### src/hdl/bam_div.sv
module bam_div #(
  parameter int DW = 17,
  parameter int NW = 6
) (
  input  logic          clk_i,
  input  logic          en_i,
  input  logic [DW-1:0] x_i,
  input  logic [NW-1:0] n_i,
  output logic [DW-1:0] q_o
);

  // restoring divider, one quotient bit per stage
  logic [NW-1:0] rem_q [DW];
  logic [DW-1:0] wrd_q [DW];
  logic [NW-1:0] dvs_q [DW];
  logic [NW-1:0] rem_d [DW];
  logic [DW-1:0] wrd_d [DW];
  logic [NW-1:0] dvs_d [DW];

  for (genvar k = 0; k < DW; k++) begin : g_stage
    logic [NW-1:0] rem_p;
    logic [DW-1:0] wrd_p;
    logic [NW:0]   trial;
    logic [NW:0]   diff;
    logic          ge;

    if (k == 0) begin : g_first
      assign rem_p    = '0;
      assign wrd_p    = x_i;
      assign dvs_d[k] = n_i;
    end else begin : g_next
      assign rem_p    = rem_q[k-1];
      assign wrd_p    = wrd_q[k-1];
      assign dvs_d[k] = dvs_q[k-1];
    end

    always_comb begin
      trial    = {rem_p, wrd_p[DW-1]};
      diff     = trial - {1'b0, dvs_d[k]};
      ge       = trial >= {1'b0, dvs_d[k]};
      rem_d[k] = ge ? diff[NW-1:0] : trial[NW-1:0];
      wrd_d[k] = {wrd_p[DW-2:0], ge};
    end

    always_ff @(posedge clk_i) begin
      if (en_i) begin
        rem_q[k] <= rem_d[k];
        wrd_q[k] <= wrd_d[k];
        dvs_q[k] <= dvs_d[k];
      end
    end
  end

  assign q_o = wrd_q[DW-1];

endmodule
### config.mk
export PLATFORM = sky130hd
export DESIGN_NAME = bam_div
export DESIGN_NICKNAME = d
export VERILOG_FILES = /design/src/hdl/bam_div.sv
export SDC_FILE = /design/constraint.sdc
export NUM_CORES = 1
export LEC_CHECK = 0
export ABC_AREA = 1
export BUFFER_PORTS_ARGS = -buffer_cell sky130_fd_sc_hd__buf_2
export CORE_ASPECT_RATIO = 2
export CORE_MARGIN = 2
export CORE_UTILIZATION = 40
export CTS_CLUSTER_SIZE = 40
export DETAILED_ROUTE_END_ITERATION = 10
export HOLD_SLACK_MARGIN = 0.06
export PLACE_DENSITY = 0.58
export RECOVER_POWER = 100
export SLEW_MARGIN = 20
export SYNTH_ARGS = -nofsm -noshare
export SYNTH_HDL_FRONTEND = slang
export SYNTH_SLANG_ARGS = --single-unit
### constraint.sdc
create_clock -name clk_i -period 1.9 [get_ports clk_i]
set_input_delay 0.285 -clock clk_i [delete_from_list [all_inputs] [get_ports clk_i]]
set_output_delay 0.285 -clock clk_i [all_outputs]
set_load 0.05 [all_outputs]
==> results of run 1 <==
[cell type report]
| cell class | instances | area [sq um] | share of cell area |
|---|---|---|---|
| inverter | 311 | 1170 | 0.0469 |
| multi-input combinational | 904 | 5950 | 0.239 |
| tap | 665 | 832 | 0.0334 |
| clock buffer | 57 | 1190 | 0.0479 |
| sequential | 481 | 14400 | 0.580 |
| clock inverter | 25 | 277 | 0.0111 |
| timing repair buffer | 145 | 1030 | 0.0414 |
[layout by cell type (no fill, tap or decap), types with 9 or more instances in the layout]
master,n
nand4_1,36
or2_1,18
clkbuf_2,16
nor2_1,66
nand3_2,21
o21ai_2,30
nand3b_1,20
ha_2,9
nand3_1,88
dlygate4sd3_1,24
clkbuf_1,46
buf_4,36
ha_1,93
xnor2_1,16
ha_4,11
buf_2,18
inv_1,309
edfxtp_1,481
nand2_1,361
nand3_4,11
a21oi_2,13
fa_1,11
o21ai_1,17
nand2_2,36
clkbuf_16,47
[cells by family (layout without fill, tap and decap cells)]
logic type               after synthesis  in the layout
AND/OR/NAND/NOR                      682            683
flip-flops                           481            481
buffers and inverters                317            538
adder cells (fa/ha/maj)              128            128
AO/OA/AOI/OAI                         69             69
XOR/XNOR                              24             24
[power groups by stage]
stage | Clock, mW | Combinational [mW] | Sequential [mW]
2_1_floorplan | 0 | 6.72 | 14.5
3_3_place_gp | 0 | 8.94 | 14.7
3_5_place_dp | 0 | 9.28 | 14.8
4_1_cts | 9.38 | 9.37 | 14.6
5_1_grt | 9.72 | 11.0 | 14.7
6_report | 9.01 | 9.81 | 14.6
[registers in the layout, summed over array words and instances (netlist names)]
signal,flops
dvs_q,96
rem_q,96
wrd_q,289
[metal layers]
layer  wire (um)  share of wire
met1       11700           0.30
met2       23900           0.61
met3         989          0.025
met4        2480          0.063
met5           0              0
[what timing repair did]
item | 4_1_cts | 5_1_grt
setup buffers | 1 | 19
hold buffers | 24 | 0
setup endpoints to repair | 10 | 66
gates cloned | 0 | 2
pin swaps | 0 | 7
endpoints found under the hold margin | 36 | 0
resized for setup | 3 | 51
[synth_stat cells (all sizes together)]
cell,instances
nand3b,20
ha,113
a21oi,18
edfxtp,481
xor2,8
and2,9
nor3,3
buf,6
nand4,36
or2,22
nor2,75
o21ai,51
nand2,398
fa,15
xnor2,16
nand3,119
inv,311
[worst paths after layout]
| kind | from | to | slack (ns) | cells after the start |
|---|---|---|---|---|
| worst max register to register | rem_q[0][31] | wrd_q[0][102] | 0.03 | 5 |
| worst min register to register | wrd_q[0][65] | wrd_q[0][83] | 0.41 | 0 |
| worst min-delay path | wrd_q[0][65] | wrd_q[0][83] | 0.41 | 0 |
| worst max-delay path | rem_q[0][31] | wrd_q[0][102] | 0.03 | 5 |
[metrics by stage]
stage	hold slack, ns	total power, mW
final	0.414	33.4
after global routing	0.404	35.5
after CTS	0.385	33.3
after detailed placement	0.405	24.1
after global placement	0.400	23.7
after floorplan	0.384	21.3
==> results.json, run 1 <==
{
  "num_rows": 119,
  "io_pins": 42,
  "setup_violations": 0,
  "avgSynthCellArea_sq_um": 12.6,
  "drcViolationCount": 3,
  "grt_pass1_wl_mm": 60.8,
  "layout.cells.non_filler": 2588,
  "grt_use_met1": 0.108,
  "grt_pass1_vias": 12804,
  "die_height_um": 331,
  "dp_cells": 2460,
  "synthAdderAreaFrac": 0.0803,
  "fin_util": 0.472,
  "drtIter0Drc": 521,
  "worst_setup_path_end_kind": "flop",
  "syn_inst": 1701,
  "required_ns": 2.22,
  "grt_util_all_layers": 0.140,
  "synth.distinct_cells": 26,
  "rsz0062_at_grt": "yes",
  "synth-compound-area-share": 0.0237,
  "drive_gt1_frac": 0.159,
  "io_buffers": 41,
  "synth_top_area_share": 0.677,
  "worstSetupStartpointType": "flop",
  "critical_path.cell_chain": "ha_1, or2_1, nand3_2, nand3_2, buf_4",
  "comb_power_share": 0.294,
  "insertion_delay_ns": 0.56,
  "diodes": 0,
  "antenna_found_initial": 0,
  "grt-busiest-layer": "met2",
  "yosys-top-cells-area": "edfxtp_1, ha_1, nand2_1",
  "gr-total-overflow": 0,
  "nets": 2041,
  "finalWirelength_mm": 39.0,
  "syn-num-nets": 1854,
  "num_vias": 12432,
  "cts_sinks": 481,
  "nFillCells": 4723,
  "synth.area.mux_share": 0,
  "die_w_um": 167,
  "p_per_area_nw_per_um2": 1340,
  "setup_ws_ns": 0.0301,
  "fin_skew_ns": 0.0176,
  "cpMostUsedCell": "nand3_2",
  "drtAntennaViolNets": 0,
  "tightestPinTransition_ns": 0.754,
  "fp.dieArea_sq_um": 55400,
  "placed_area_sq_um": 22900,
  "cts-root-buf": "clkbuf_16",
  "crit_slowest_cell": "edfxtp_1",
  "ys_ff_latch": 481,
  "final_area_sq_um": 24900,
  "grt_max_degree": 97,
  "clkPwrFrac": 0.270,
  "area_growth_pct": 16.6,
  "cts_tree": "built",
  "synthXorXnorAreaFrac": 0.00985,
  "outcome": "finished with violations",
  "synth_warnings": 0,
  "use_met3": 0.0182,
  "hold_class": "reg2reg",
  "maxCapViolations": 0,
  "cts_buffer_depth": 3,
  "grt_util_met2": 0.309,
  "cts.htree.levels": 2,
  "syn_area_sq_um": 21400,
  "p_leak_nw": 10.4,
  "synth_top_family_by_area": "simple AND/OR/NAND/NOR gates",
  "synth-simple-area-share": 0.152,
  "violations": "design-rule violations",
  "avgViaCountPerCell": 4.80,
  "gp_congestion": 0.871,
  "hold_viol_final": 0,
  "drv_slew": 0,
  "sw_frac_of_total": 0.316,
  "seq_area_frac_synth": 0.677,
  "finalCritPeriodShare": 0.984,
  "dpl.hpwl_mm": 28.1,
  "worst-path-buf-inv": 1,
  "cts_made_buffers": 45,
  "core_area_sq_um": 52700,
  "setup_tns_ns": 0,
  "synth_largest_area_cell": "edfxtp_1",
  "cp_max_fo": 5,
  "floorplan.initialDensity": 0.405,
  "slew_headroom": 0.498,
  "fmax_mhz": 535,
  "cp_slowest_stage_delay_ns": 0.42,
  "p_sw_mw": 10.5,
  "peakVddDrop_uv": 908,
  "worstSetupPathType": "reg2reg",
  "place_ws_ns": -0.127,
  "path_clk_slew_ns": 0.07,
  "p_int_mw": 22.8,
  "sequentialPowerShare": 0.436,
  "fin_crit_ns": 1.87,
  "critical-path-top-delay-family": "simple AND/OR/NAND/NOR gates",
  "drtPass1Iterations": 10,
  "cp.arrival_ns": 2.19,
  "avgRoutedWirePerCell_um": 15.1
}
(Power assumes the default switching activity.)
==> run 2, diff against run 1 <==
--- a/config.mk
+++ b/config.mk
@@ -6,14 +6,14 @@
 export NUM_CORES = 1
 export LEC_CHECK = 0
 export ABC_AREA = 1
-export BUFFER_PORTS_ARGS = -buffer_cell sky130_fd_sc_hd__buf_2
 export CORE_ASPECT_RATIO = 2
 export CORE_MARGIN = 2
 export CORE_UTILIZATION = 40
 export CTS_CLUSTER_SIZE = 40
 export DETAILED_ROUTE_END_ITERATION = 10
+export DONT_BUFFER_PORTS = 1
 export HOLD_SLACK_MARGIN = 0.06
-export PLACE_DENSITY = 0.58
+export PLACE_DENSITY = 0.57
 export RECOVER_POWER = 100
 export SLEW_MARGIN = 20
 export SYNTH_ARGS = -nofsm -noshare
==> results.json, run 2 (synthesized netlist as in run 1, its figures left out) <==
{
  "outcome": "finished with violations",
  "cts_buffer_depth": 3,
  "p_leak_nw": 10.2,
  "largest_register_ffs": 289,
  "cp_max_fo": 6,
  "nets": 1983,
  "gr-total-overflow": 0,
  "die_w_um": 167,
  "p_per_area_nw_per_um2": 1350,
  "insertion_delay_ns": 0.57,
  "io_buffers": 0,
  "core_area_sq_um": 52700,
  "violations": "design-rule violations, negative hold slack, max-slew violations",
  "cts_made_buffers": 47,
  "fp.dieArea_sq_um": 55400,
  "min_from": "en_i",
  "die_height_um": 331,
  "cts_sinks": 481,
  "grt_max_degree": 482,
  "reg_top3": "wrd_q: 289 flops, dvs_q: 96 flops, rem_q: 96 flops",
  "rsz0062_at_grt": "yes",
  "grt_pass1_vias": 12519,
  "antenna_found_initial": 0,
  "r2r-start": "dvs_q[0][44]",
  "cts_tree": "built",
  "gp_congestion": 0.836,
  "path_clk_slew_ns": 0.06,
  "hold_viol_final": 13,
  "cts-root-buf": "clkbuf_16",
  "fin_util": 0.468,
  "regMostFlops": "wrd_q",
  "slew_headroom": -0.231,
  "dpl.hpwl_mm": 25.8,
  "hold_class": "in2reg",
  "fmax_mhz": 529,
  "floorplan.initialDensity": 0.405,
  "tightestPinTransition_ns": 1.85,
  "setup_tns_ns": 0,
  "cts.htree.levels": 2,
  "num_vias": 12172,
  "diodes": 0,
  "drcViolationCount": 6,
  "worstSetupStartpointType": "flop",
  "setup_violations": 0,
  "maxCapViolations": 0,
  "fin_skew_ns": 0.0182,
  "avgViaCountPerCell": 4.81,
  "required_ns": 2.22,
  "nFillCells": 4657,
  "drtPass1Iterations": 8,
  "avgRoutedWirePerCell_um": 15.4,
  "holdWs_ns": -0.156,
  "io_pins": 42,
  "drtAntennaViolNets": 0,
  "cp.arrival_ns": 2.21,
  "drive_gt1_frac": 0.153,
  "worstSetupPathType": "reg2reg",
  "power.total_mw": 33.3,
  "grt_util_all_layers": 0.139,
  "peakVddDrop_uv": 825,
  "fin_crit_ns": 1.89,
  "finalWirelength_mm": 38.8,
  "worst_setup_path_end_kind": "flop",
  "drv_slew": 177,
  "multi_input_area_sq_um": 6080,
  "drtIter0Drc": 682,
  "final_cell_mix": "edfxtp_1, nand2_1, inv_1, nand3_1, ha_1",
  "finalCritPeriodShare": 0.994,
  "final_common_cell": "edfxtp_1",
  "grt_pass1_wl_mm": 59.9,
  "seq_area_sq_um": 14400,
  "cts-hold-fix-buffers": 23,
  "num_rows": 119,
  "crit_start": "dvs_q[0][44]",
  "area_growth_pct": 15.6
}
[run 2: changes by cell type in the layout (fill, tap and decap cells not counted), moves of 3 or more]
cell	before	now
clkinv_1	6	14
ha_4	11	16
ha_1	93	86
clkbuf_2	16	0
buf_6	5	0
buf_4	36	55
buf_2	18	0
clkinv_2	6	3
clkbuf_4	5	0
clkbuf_1	46	10
[run 2: final cells by class]
class                           instances  area share
Tap cell                              665      0.0337
Clock inverter                         23     0.00735
Multi-Input combinational cell        907       0.246
Inverter                              311      0.0473
Sequential cell                       481       0.585
Clock buffer                           59      0.0512
Timing Repair Buffer                   82      0.0293
[run 2: report_power, final]
group / internal [mW] / switching, mW / total [mW]
Combinational: 3.98 / 5.68 / 9.66
Sequential: 13.8 / 0.899 / 14.7
Clock: 5.09 / 3.87 / 8.96
[run 2: what timing repair did]
item,in CTS,in global routing
setup buffers,0,25
resized for setup,11,55
endpoints found under the setup margin,8,73
hold endpoints to repair,344,200
pin swaps,1,12
gates cloned,1,3
[run 2: per-stage QoR]
stage,worst slack (ns),area [sq um],cells
floorplan,0.146,21400,1701
global placement,-0.432,22400,2394
detailed placement,-0.379,22400,2394
CTS,0.000180,24200,2500
global route,-0.0398,24700,2528
finish,0.0108,24700,2528
[run 2: worst max-delay path: stages (launching register included)]
cell and delay [ns]:
edfxtp_1 0.39, inv_1 0.08, ha_2 0.31, or2_4 0.25, nand3_2 0.12, nand3_2 0.14
buf_4 0.20, nand2_1 0.09, o21ai_2 0.06
[run 2: path summary, 6_finish.rpt]
check / end / slack, ns / cells past startpoint
worst min register to register: wrd_q[0][260] / 0.41 / 0
worst min-delay path: wrd_q[0][2] / -0.16 / 0
worst max register to register: rem_q[0][48] / 0.01 / 8
worst max-delay path: rem_q[0][48] / 0.01 / 8
[run 2: metal layers]
layer,global-route usage,wire length (um),up-vias
met5,0,0,-
met4,0.0871,2220,0
met3,0.0195,1050,120
met2,0.309,24300,222
met1,0.102,11300,5828
li1,-,-,6002
==> run 3, diff against run 2 <==
--- a/config.mk
+++ b/config.mk
@@ -6,14 +6,14 @@
 export NUM_CORES = 1
 export LEC_CHECK = 0
 export ABC_AREA = 1
-export CORE_ASPECT_RATIO = 2
+export CORE_ASPECT_RATIO = 0.75
 export CORE_MARGIN = 2
-export CORE_UTILIZATION = 40
+export CORE_UTILIZATION = 35
 export CTS_CLUSTER_SIZE = 40
 export DETAILED_ROUTE_END_ITERATION = 10
 export DONT_BUFFER_PORTS = 1
 export HOLD_SLACK_MARGIN = 0.06
-export PLACE_DENSITY = 0.57
+export PLACE_DENSITY = 0.52
 export RECOVER_POWER = 100
 export SLEW_MARGIN = 20
 export SYNTH_ARGS = -nofsm -noshare
==> results.json, run 3 (synthesized netlist as in run 1, its figures left out) <==
{
  "outcome": "finished with violations",
  "violations": "negative hold slack, max-slew violations",
  "p_per_area_nw_per_um2": 1340,
  "nets": 1976,
  "cts-root-buf": "clkbuf_16",
  "worst_setup_path_end_kind": "flop",
  "antenna_found_initial": 0,
  "hold_depth": 0,
  "reg_top3": "wrd_q: 289 flops, dvs_q: 96 flops, rem_q: 96 flops",
  "cp.arrival_ns": 2.17,
  "avgViaCountPerCell": 4.41,
  "fmax_mhz": 546,
  "holdWs_ns": -0.0225,
  "slew_headroom": -0.417,
  "num_vias": 11747,
  "grt_util_all_layers": 0.109,
  "cp_max_fo": 3,
  "drive_gt1_frac": 0.134,
  "drtIter0Drc": 757,
  "hold_viol_final": 1,
  "gp_congestion": 0.809,
  "place_ws_ns": -0.0300,
  "die_height_um": 218,
  "cts_tree": "built",
  "grt_max_degree": 482,
  "final_common_cell": "edfxtp_1",
  "path_clk_slew_ns": 0.06,
  "final_cell_mix": "edfxtp_1, nand2_1, inv_1, ha_1, nand3_1",
  "r2r_cells": 7,
  "worstSetupPathType": "reg2reg",
  "diodes": 0,
  "setup_ws_ns": 0.0692,
  "num_rows": 78,
  "io_buffers": 0,
  "area_growth_pct": 15.6,
  "drtAntennaViolNets": 0,
  "die_w_um": 289,
  "io_pins": 42,
  "required_ns": 2.24,
  "fin_crit_ns": 1.83,
  "p_leak_nw": 10.2,
  "r2r-start": "dvs_q[0][54]",
  "fp.dieArea_sq_um": 63000,
  "regMostFlops": "wrd_q",
  "cts_buffer_depth": 3,
  "largest_register_ffs": 289,
  "finalCritPeriodShare": 0.964,
  "insertion_delay_ns": 0.61,
  "cts_made_buffers": 52,
  "core_area_sq_um": 60400,
  "hold_class": "in2reg",
  "timing.rr.end": "rem_q[0][64]",
  "worstHoldEndpoint": "wrd_q[0][29]",
  "setup_violations": 0,
  "nFillCells": 5633,
  "rsz0062_at_grt": "yes",
  "maxCapViolations": 0,
  "power.total_mw": 33.1,
  "cts_sinks": 481,
  "dpl.hpwl_mm": 21.0,
  "peakVddDrop_uv": 682,
  "drv_slew": 320,
  "reg2reg_slack_ns": 0.07,
  "cts.htree.levels": 2,
  "worstSetupStartpointType": "flop",
  "min_from": "en_i",
  "gr-total-overflow": 0,
  "floorplan.initialDensity": 0.353,
  "grt_pass1_wl_mm": 56.1,
  "avgRoutedWirePerCell_um": 13.0,
  "drcViolationCount": 0,
  "tightestPinTransition_ns": 2.13,
  "fin_skew_ns": 0.0287,
  "setup_tns_ns": 0,
  "drtPass1Iterations": 5,
  "grt_pass1_vias": 11338,
  "finalWirelength_mm": 34.7
}
-- run 3: final cells by class --
| type | count | area, sq um | share of cell area |
|---|---|---|---|
| Clock buffer | 68 | 1380 | 0.0560 |
| Clock inverter | 24 | 186 | 0.00756 |
| Inverter | 311 | 1170 | 0.0473 |
| Multi-Input combinational cell | 909 | 5960 | 0.241 |
| Sequential cell | 481 | 14400 | 0.585 |
| Tap cell | 800 | 1000 | 0.0406 |
| Timing Repair Buffer | 68 | 537 | 0.0218 |
-- run 3: worst max-delay path by stage --
stage                      start           end  slack (ns)
floorplan           dvs_q[0][30]  rem_q[0][40]        0.15
global placement    dvs_q[0][32]  rem_q[0][36]      -0.009
detailed placement  rem_q[0][43]  rem_q[0][48]       -0.03
CTS                 dvs_q[0][54]  rem_q[0][64]        0.01
global route        dvs_q[0][29]  rem_q[0][30]       -0.04
finish              dvs_q[0][54]  rem_q[0][64]        0.07
-- run 3: what timing repair did --
| item | in CTS | in global routing |
|---|---|---|
| buffers inserted | 0 | 17 |
| hold buffers | 23 | 1 |
| endpoints found under the setup margin | 11 | 81 |
| gates resized for setup | 2 | 44 |
| pin swaps | 0 | 5 |
| gates cloned | 0 | 6 |
| hold endpoints to repair | 507 | 56 |
-- run 3: report_power, final --
part,leakage (nW),switching (mW),total (mW),internal (mW)
combinational,4.73,5.40,9.02,3.62
sequential,4.70,0.804,14.6,13.8
clock,0.758,4.09,9.48,5.39
total,10.2,10.3,33.1,22.8
-- run 3: metal layers --
| metal | track usage | vias to the layer above | share of wire |
|---|---|---|---|
| met1 | 0.155 | 5509 | 0.50 |
| met2 | 0.161 | 178 | 0.44 |
| li1 | - | 5993 | - |
| met5 | 0 | - | 0 |
| met3 | 0.0235 | 67 | 0.042 |
| met4 | 0.0404 | 0 | 0.025 |
-- run 3: stage by stage --
step	area [sq um]	hold WS, ns	util	cells
after detailed placement	22500	0.384	0.372	2522
after CTS	24300	-0.160	0.402	2637
after global routing	24700	-0.0694	0.408	2661
final	24700	-0.0225	0.408	2661
after floorplan	21400	0.384	-	1701
after global placement	22500	0.384	0.372	2522
-- run 3: worst max-delay path: stages (launching register included) --
cell	delay, ns
edfxtp_1	0.43
ha_1	0.25
fa_2	0.38
nand3b_1	0.22
nand4_1	0.11
nand2_1	0.07
nand2_2	0.07
o21ai_2	0.05
